`src/rtl/core/seq_pkg.sv`:
```
package seq_pkg;

   localparam int QUEUE_DEPTH = 64;
   localparam int TAG_BITS    = 16;
   localparam int DATE_W      = 27;
   localparam int TIME_W      = 18;
   localparam int CMD_W       = 2;
   localparam int STATUS_W    = 2;
   localparam int OCC_W       = 7;
   localparam int CNT_W       = $clog2(QUEUE_DEPTH + 1);

   localparam int REQ_DATA_W  = ((CMD_W + DATE_W + TIME_W + TAG_BITS + 7) / 8) * 8;
   localparam int RSP_DATA_W  =
      ((STATUS_W + DATE_W + TIME_W + TAG_BITS + OCC_W + 7) / 8) * 8;

   typedef enum logic [CMD_W-1:0] {
      CMD_INSERT = 2'd0,
      CMD_PEEK   = 2'd1,
      CMD_REMOVE = 2'd2
   } cmd_type;

   typedef enum logic [STATUS_W-1:0] {
      ST_OK    = 2'd0,
      ST_FULL  = 2'd1,
      ST_EMPTY = 2'd2
   } status_type;

   typedef struct packed {
      logic [DATE_W-1:0]   date;
      logic [TIME_W-1:0]   time_key;
      logic [TAG_BITS-1:0] tag;
   } entry_type;

   typedef struct packed {
      logic ins;
      logic rem;
   } cell_ctrl_type;

endpackage

```
`src/rtl/core/seq_cell.sv`:
```
module seq_cell (
   input  logic                   clock,
   input  seq_pkg::cell_ctrl_type ctrl,
   input  seq_pkg::entry_type     new_entry,
   input  logic                   occupied,
   input  logic                   prev_lt,
   input  seq_pkg::entry_type     left_entry,
   input  seq_pkg::entry_type     right_entry,
   output seq_pkg::entry_type     entry,
   output logic                   lt
);

   seq_pkg::entry_type entry_ff;
   seq_pkg::entry_type entry_in;

   assign lt = occupied &&
      ({entry_ff.date, entry_ff.time_key} < {new_entry.date, new_entry.time_key});

   always_comb begin
      entry_in = entry_ff;
      if (ctrl.ins) begin
         if (!lt) begin
            entry_in = prev_lt ? new_entry : left_entry;
         end
      end else if (ctrl.rem) begin
         entry_in = right_entry;
      end
   end

   always_ff @(posedge clock) begin
      entry_ff <= entry_in;
   end

   assign entry = entry_ff;

endmodule

```
`config.mk`:
```
export PLATFORM = sky130hd
export DESIGN_NAME = seq_cell
export DESIGN_NICKNAME = d
export VERILOG_FILES = /design/src/rtl/core/seq_pkg.sv /design/src/rtl/core/seq_cell.sv
export SDC_FILE = /design/constraint.sdc
export NUM_CORES = 1
export LEC_CHECK = 0
export BUFFER_PORTS_ARGS = -buffer_cell sky130_fd_sc_hd__clkbuf_2
export CAP_MARGIN = 20
export CORE_MARGIN = 10
export CORE_UTILIZATION = 49
export CTS_BUF_LIST = sky130_fd_sc_hd__clkbuf_8
export DETAILED_ROUTE_END_ITERATION = 10
export PLACE_DENSITY = 0.86
export SYNTH_ARGS = -nofsm -noshare
export SYNTH_HDL_FRONTEND = slang
export SYNTH_SLANG_ARGS = --single-unit
```
`constraint.sdc`:
```
create_clock -name clock -period 13.66 [get_ports clock]
set_input_delay 0.683 -clock clock [delete_from_list [all_inputs] [get_ports clock]]
set_output_delay 0.683 -clock clock [all_outputs]
set_load 0.03 [all_outputs]
```
**Yosys cells after proc, flatten, opt, wreduce, memory -nomap -nowiden**

Index checks and enable logic that the tools add are counted.

- Memories kept: 0
- RAM bits: 0
- Register bits after elaboration: 61
- Input bits: 188
- Memory bits (read-only): 0
- Logic and storage cells: 12
- Bits in latches: 0

- $add $sub $neg: 0
- Divide/modulo/power cells: 0
- Shift operators: 0
- $lt $le $gt $ge: 1
- Bitwise operators: 0
- Equality and inequality tests: 1
- $mul: 0
- Reductions and logical operators: 3
- Mux-type cells: 4

Operators with widths:

| cell | count |
|---|---|
| 2-to-1 mux 61 bit | 4 |
| less-than comparator 45 bit | 1 |
| inequality test 2 bit, second input constant | 1 |
| AND reduction 2 bit | 1 |
| nonzero test 2 bit | 1 |
| logical AND 1 bit | 1 |

**Longest topological paths before layout**

Gate-level depths: netlist of the first run.

- Depth after elaboration: 4
- Gate-level depth with buffers: 8
- Depth with buffers taken out: 8

**Least setup slack after synthesis of the first run**

Ideal clock, no wire load.

- Path kind: input to register
- From: input new_entry[60] (netlist bit)
- To: register entry_ff, in the netlist entry[0] (enable)
- Stages on the path: 8
- Required time: 13143 ps
- Path slack: 8017 ps
- Data arrival time: 5127 ps
- Setup time: 517 ps
- Buffers on the path: 0
- Cell sequence: inv_1 -> ha_1 -> nand4_2 -> nor3_4 -> nand4_2 -> nor3b_2 -> a21oi_1 -> a31oi_1

- Longest elaborated chain between the ends: 4

RTL lines:

| item | RTL line | source |
|---|---|---|
| from (decl) | seq_cell.sv:4 | `input seq_pkg::entry_type new_entry,` |
| less-than comparator 45 bit | seq_cell.sv:17 | `({entry_ff.date, entry_ff.time_key} < {new_entry.date, new_entry.time_key});` |
| logical AND 1 bit | seq_cell.sv:16 | `assign lt = occupied &&` |
| inequality test 2 bit (no line) | - |  |
| AND reduction 2 bit (no line) | - |  |
| to (signal assigned) | seq_cell.sv:31 | `entry_ff <= entry_in;` |
| to (decl) | seq_cell.sv:13 | `seq_pkg::entry_type entry_ff;` |

No other way between the ends.
A chain may end at the register's enable or synchronous reset.

**Final worst setup path of the first run**

- From: input new_entry[28] (netlist bit)
- To: output lt

- Longest elaborated chain between the ends: 2

RTL lines:

| item | RTL line | source |
|---|---|---|
| less-than comparator 45 bit | seq_cell.sv:17 |  |
| logical AND 1 bit | seq_cell.sv:16 |  |
| to (decl) | seq_cell.sv:10 | `output logic lt` |

No other way between the ends.

==> summary.txt, run 1 <==
Critical path
  • WS Path Type: input pin to output pin
  • Crit path DAT: 2.49 ns
  • Worst-path cell chain: clkbuf_2 > inv_1 > ha_1 > a21oi_1 > o21ai_0 > a31oi_1 > nand3_1 > a21oi_1 > and2_1 > clkbuf_2
  • CP max stage cell: ha_1
  • Start of the worst register-to-register path: entry[58]
  • RR Endpoint: entry[52]
  • Req. time, crit path: 12.98 ns
  • CP Max Fanout: 3
  • Worst setup SP type: input pin
  • Crit path largest cell delay: 0.32 ns
  • Worst reg2reg setup slack: 10.79 ns
  • Worst path depth: 10
  • Crit path max-delay family: compound AO/OA/AOI/OAI gates
  • Setup crit end: lt
  • Crit. End Element: output pin
  • Worst Setup SP: new_entry[28]
  • R2R cell count: 8
  • Crit path buffers/inverters: 3

STA
  • RSZ-0062 raised after global routing: no
  • Fin. max-slew vios: 0
  • Worst Max-Slew Pin Slew: 1.028 ns
  • Period utilization: 23.26%
  • Fin crit period: 3.177 ns
  • Setup-failing EPs final: 0
  • Worst slew margin: 31.47%
  • Setup Skew: 0.01064 ns
  • Max Clk Rate: 314.8 MHz
  • Final hold violation count: 0
  • TNS Setup: 0 ns

Cells and area
  • Max reg flops: 61
  • Nets@finish: 901
  • Layout area overhead: 35.68%
  • Core Util, Final: 69.08%
  • Cell area after layout: 5733 um^2
  • # diodes: 0
  • Share of layout cells above drive strength 1: 40.50%
  • Non-Filler Instances: 779

Clocking
  • Setup Buffers After CTS: 0
  • Clk sinks: 61
  • Clock slew at reported path FFs: 0.07 ns
  • CTS H-tree depth: 3
  • Max Root-Sink Buffers: 2
  • CTS tree: built
  • Hold buffers post-CTS: 0
  • Clock Tree Root: clkbuf_8
  • Post_cts resized: 0
  • Clock Latency Late Sink: 0.32 ns
  • Number of buffers created by CTS: 9

Place
  • Placed instance area: 5552 um^2
  • Placed cells: 763
  • Detailed placement HPWL: 11.37 mm
  • # port buffers: 249
  • RePlAce Congestion: 0.8269

Global route
  • Initial antenna violation count: 0
  • Gr usage total: 20.57%
  • Met1 usage: 21.74%
  • Vias in the first global route: 4,529
  • Largest net degree at the start of global routing: 94
  • Met2 GRT Util: 37.10%
  • First-pass GRT wire length: 21.67 mm
  • M3 GR Usage: 7.924%
  • GRT Max-Usage Layer: met2
  • GRT Residual Overflow: 0

Floorplanning
  • Die footprint: 12,740 um^2
  • Die height: 112.9 um
  • Die Wd: 112.9 um
  • Top-Level Pins: 250
  • Initial core utilization: 50.91%
  • Core footprint: 8299 um^2
  • Site Rows: 33

Routing
  • Drt first pass iters: 5
  • WL final: 13.67 mm
  • Drt drc: 0
  • Final ANT Viol Nets: 0
  • Via count: 4,018
  • Routed len/inst: 17.55 um
  • Vias/cell: 5.158
  • Initial drt markers: 194

Run
  • Max_cap viols: 0

Synthesis
  • Flops & latches, synth: 61
  • Most common cell in the synthesized netlist: a21oi_1
  • Syn_area_per_cell: 9.872 um^2
  • Synth warn: 0
  • Post-synth cell types: 30
  • Number of flops mapped to enable cells by yosys: 61
  • Top post-synthesis cells by area: edfxtp_1 43%, mux2i_1 14%, ha_1 13%
  • Synthesized netlist cell count: 428
  • Synth async-reset ratio: 0%
  • Yosys top cell by area: edfxtp_1
  • Post-synthesis sequential area ratio: 43.35%
  • Synth Flop Type: edfxtp_1
  • Synthesized cell area: 4225 um^2
  • Syn nets: 660
  • Top cells by count, synth: 77 x a21oi_1, 65 x nor2_1, 61 x edfxtp_1, 61 x mux2i_1
  • Yosys top cell area share: 43.35%

Outcome
  • Outcome: complete, no violations

Power and ir drop
  • Leakage: 3.039 nW
  • Tot Pwr: 0.0005741 W
  • PD cells: 100.1 nW/um^2
  • Max IR drop VDD: 0.05425 mV

Hold path
  • Hold WC Path Type: input pin to flip-flop
-- through the flow --
step / setup WS, ns / hold WS [ns]
after floorplan: 8.017 / 0.9086
after global placement: 10.53 / 1.004
after global routing: 10.31 / 0.6613
final: 10.48 / 0.6774
after CTS: 10.50 / 0.6578
after detailed placement: 10.42 / 1.009
-- kinds of logic (layout without fill, tap and decap cells) --
logic type | Yosys count | after routing | share of synthesized area [%]
AND/OR/NAND/NOR | 102 | 102 | 11.16
AO/OA/AOI/OAI | 95 | 95 | 12.05
multiplexers | 61 | 61 | 14.45
buffers and inverters | 65 | 311 | 5.952
flip-flops | 61 | 61 | 43.35
adder cells (fa/ha/maj) | 44 | 44 | 13.03
-- placed cells by master, fill, tap and decap left out, types with 2 or more instances in the layout --
cell | synthesis | final
nor2_1 | 65 | 65
nand4_2 | 2 | 2
clkinv_2 | 0 | 4
nand3_1 | 6 | 6
mux2i_1 | 61 | 61
a221oi_1 | 2 | 2
clkbuf_8 | 0 | 9
inv_1 | 44 | 45
o21ai_0 | 4 | 4
a211oi_1 | 2 | 2
buf_4 | 0 | 4
a21oi_1 | 77 | 77
and4_1 | 2 | 2
nand2_1 | 15 | 15
edfxtp_1 | 61 | 61
nand4_1 | 4 | 4
o21ai_1 | 2 | 2
clkbuf_2 | 0 | 247
ha_1 | 44 | 44
a21o_1 | 3 | 3
-- power breakdown --
part	total, W	internal (W)	switching, W
clock	0.000151	0.0000817	0.0000694
sequential	0.000243	0.000233	0.0000101
combinational	0.000180	0.0000670	0.000113
-- worst min-delay path by stage --
stage,slack (ns),from,depth (start not counted),to
3_5_place_dp,1.01,right_entry[23],3,entry[23]
2_1_floorplan,0.91,right_entry[59],2,entry[59]
6_report,0.68,right_entry[53],3,entry[53]
5_1_grt,0.66,right_entry[11],3,entry[11]
3_3_place_gp,1.00,right_entry[27],3,entry[27]
4_1_cts,0.66,right_entry[55],3,entry[55]
-- per-layer routing --
metal | wire length [um] | part of all wire [%]
met3 | 1409 | 10
met4 | 261 | 1.9
met1 | 5065 | 37
met5 | 0 | 0
met2 | 6934 | 51
-- cell type report --
cell class / instances / area [um^2]
inverters: 44 / 165.2
repair buffers: 251 / 1266
clock buffers: 9 / 123.9
fillers: 621 / 2566
flip-flops and latches: 61 / 1832
multi-input cells: 302 / 2157
clock inverters: 7 / 57.56
well taps: 105 / 131.4
-- tightest hold or removal path, cell delays in order --
cell and delay [ns]:
clkbuf_2 0.08, nor2_1 0.03, a21oi_1 0.10
Power figures use the tool's default switching activity.
==> inputs of run 2 (changes only) <==
- ABC_AREA: default -> 1
- CORE_UTILIZATION: 49 -> 46
- PLACE_DENSITY: 0.86 -> 0.81
- clock period: 13.66 -> 3.1 ns (I/O delays scaled with it)
==> run 2 against run 1 <==
  * Non-clock buffer count rose by 3
  * Sequential power rose to 4.4 times the previous value
  * Global-route usage increased by 0.89 points
  * Clock skew up 0.0033 ns
  * Power rose to 4.5 times the previous value
  * Synthesized area increased by 1.4%
  * Critical path type is now flip-flop to flip-flop
  * Largest cell class unchanged
==> summary.txt, run 2 <==
Clocking
  • CTS H-tree depth: 3
  • Number of buffers created by CTS: 9
  • Clock Latency Late Sink: 0.35 ns
  • CTS tree: built
  • Max Root-Sink Buffers: 2
  • Setup Buffers After CTS: 0
  • Hold buffers post-CTS: 0
  • Clock slew at reported path FFs: 0.07 ns
  • Clock Tree Root: clkbuf_8
  • Clk sinks: 61
  • Post_cts resized: 0

Global route
  • Initial antenna violation count: 0
  • Largest net degree at the start of global routing: 63
  • GRT Residual Overflow: 0
  • Gr usage total: 21.46%
  • First-pass GRT wire length: 22.93 mm
  • Vias in the first global route: 4,890

Synthesis
  • Synth async-reset ratio: 0%
  • Top post-synthesis cells by area: edfxtp_1 43%, ha_1 13%, nand2_1 11%
  • Syn_area_per_cell: 7.789 um^2
  • Synthesized cell area: 4284 um^2
  • Flops & latches, synth: 61
  • Synth Flop Type: edfxtp_1
  • Most common cell in the synthesized netlist: nand2_1
  • Top cells by count, synth: 127 x nand2_1, 77 x nor2_1, 63 x o21ai_0
  • Yosys top cell area share: 42.76%
  • Yosys top cell by area: edfxtp_1
  • Post-synth cell types: 20
  • Syn nets: 782
  • Post-synthesis sequential area ratio: 42.76%
  • Number of flops mapped to enable cells by yosys: 61
  • Synth warn: 0
  • Synthesized netlist cell count: 550

Floorplanning
  • Top-Level Pins: 250
  • Die Wd: 116.5 um
  • Core footprint: 9153 um^2
  • Initial core utilization: 46.81%
  • Die footprint: 13,570 um^2
  • Site Rows: 35
  • Die height: 116.5 um

Cells and area
  • # diodes: 0
  • Max reg flops: 61
  • Commonest non-fill, non-tap cell in the layout: clkbuf_2
  • Layout area overhead: 35.40%
  • Most frequent cells in the layout: 249 x clkbuf_2, 126 x nand2_1, 77 x nor2_1
  • Area of the multi-input gates: 2101 um^2
  • Nets@finish: 1,021
  • Core Util, Final: 63.38%
  • Register area: 1832 um^2
  • Filler Cell Count: 819
  • Share of layout cells above drive strength 1: 34.89%

Power and ir drop
  • PD cells: 449.1 nW/um^2
  • Leakage: 3.095 nW
  • Tot Pwr: 0.002605 W
  • Max IR drop VDD: 0.2201 mV

Hold path
  • Hold WC Path Type: input pin to flip-flop
  • HP Start: right_entry[1]

STA
  • Max Clk Rate: 422.4 MHz
  • Setup Skew: 0.01398 ns
  • Final hold violation count: 0
  • Hold_ws: 0.09126 ns
  • RSZ-0062 raised after global routing: no
  • Period utilization: 76.36%
  • Worst slew margin: 29.72%
  • TNS Setup: 0 ns
  • Fin. max-slew vios: 0
  • Worst Max-Slew Pin Slew: 1.054 ns
  • Fin crit period: 2.367 ns
  • Setup-failing EPs final: 0

Critical path
  • Crit path largest cell delay: 0.40 ns
  • CP Max Fanout: 32
  • Crit. End Element: flip-flop
  • Worst-path cell chain: ha_1 > nand2_1 > nor2_2 > nand2_1 > nor2_1 > nand2_1 > nor2_1 > nand2_1 > nand3_2 > nand2_1 > nand2_2 > buf_4
  • Worst setup SP type: flip-flop
  • Crit path max-delay family: simple AND/OR/NAND/NOR gates
  • Req. time, crit path: 3.09 ns
  • Crit path buffers/inverters: 1
  • Start of the worst register-to-register path: entry[36]
  • CP dominant cell by count: nand2_1
  • WS Path Type: flip-flop to flip-flop
  • CP max stage cell: edfxtp_1
  • Worst Setup SP: entry[36]
  • Crit path DAT: 2.36 ns

Routing
  • Vias/cell: 5.169
  • Final ANT Viol Nets: 0
  • Drt first pass iters: 6
  • WL final: 14.89 mm
  • Via count: 4,678
  • Drt drc: 0
  • Initial drt markers: 221
  • Routed len/inst: 16.45 um

Place
  • RePlAce Congestion: 0.8250
  • # port buffers: 249
  • Detailed placement HPWL: 12.14 mm

Outcome
  • Outcome: complete, no violations

Run
  • Max_cap viols: 0
run 2: cell count changes after synthesis, moves of 3 or more:
| cell | previous run | this run |
|---|---|---|
| a21oi_1 | 77 | 14 |
| buf_2 | 6 | 9 |
| inv_1 | 44 | 61 |
| inv_2 | 0 | 3 |
| mux2i_1 | 61 | 0 |
| nand2_1 | 15 | 127 |
| nand4_1 | 4 | 0 |
| nor2_1 | 65 | 77 |
| o21ai_0 | 4 | 63 |
| o21ai_1 | 2 | 60 |
run 2: cell type report:
| cell class | instances | area share (%) |
|---|---|---|
| tap | 111 | 2.394 |
| multi-input combinational | 399 | 36.22 |
| sequential | 61 | 31.58 |
| clock buffer | 9 | 2.135 |
| clock inverter | 7 | 1.402 |
| timing repair buffer | 254 | 22.13 |
| inverter | 64 | 4.141 |
run 2: path summary, 6_finish.rpt:
| kind | endpoint | cells past startpoint | slack, ns |
|---|---|---|---|
| min reg2reg | entry[1] | 9 | 1.45 |
| max reg2reg | entry[31] | 12 | 0.73 |
| min | entry[1] | 3 | 0.09 |
| max | entry[31] | 12 | 0.73 |
run 2: worst reg2reg max path: cells and delay by family, from the launching register on:
family        cells  cell delay (ns)
flops             1             0.40
buf+inv           1             0.38
fa+ha+maj         1             0.32
simple gates     10             0.89
run 2: metal layers:
metal | GRT usage [%] | part of all wire (%) | vias up
li1 | - | - | 2299
met5 | 0 | 0 | -
met4 | 7.506 | 2.3 | 0
met3 | 9.861 | 12 | 30
met2 | 38.24 | 50 | 232
met1 | 21.57 | 35 | 2117
run 2: stage by stage:
| stage | instances | setup slack, ns | cell area [um^2] |
|---|---|---|---|
| finish | 905 | 0.7328 | 5801 |
| global route | 905 | 0.5052 | 5801 |
| CTS | 905 | 0.6974 | 5801 |
| detailed placement | 889 | 0.7098 | 5595 |
| global placement | 889 | 0.8069 | 5595 |
| floorplan | 550 | 0.4508 | 4287 |
run 2: logic make-up after synthesis:
logic type      count (synthesis)  synth area share [%]
simple gates                  216                 19.77
compound gates                139                 16.36
buf+inv                        90                 8.265
flops                          61                 42.76
fa+ha+maj                      44                 12.85
run 2: power by group:
part | total, W | internal [W] | switching (W)
combinational | 0.000779 | 0.000272 | 0.000508
clock | 0.000762 | 0.000441 | 0.000320
sequential | 0.00106 | 0.00102 | 0.0000410
total | 0.00260 | 0.00174 | 0.000869
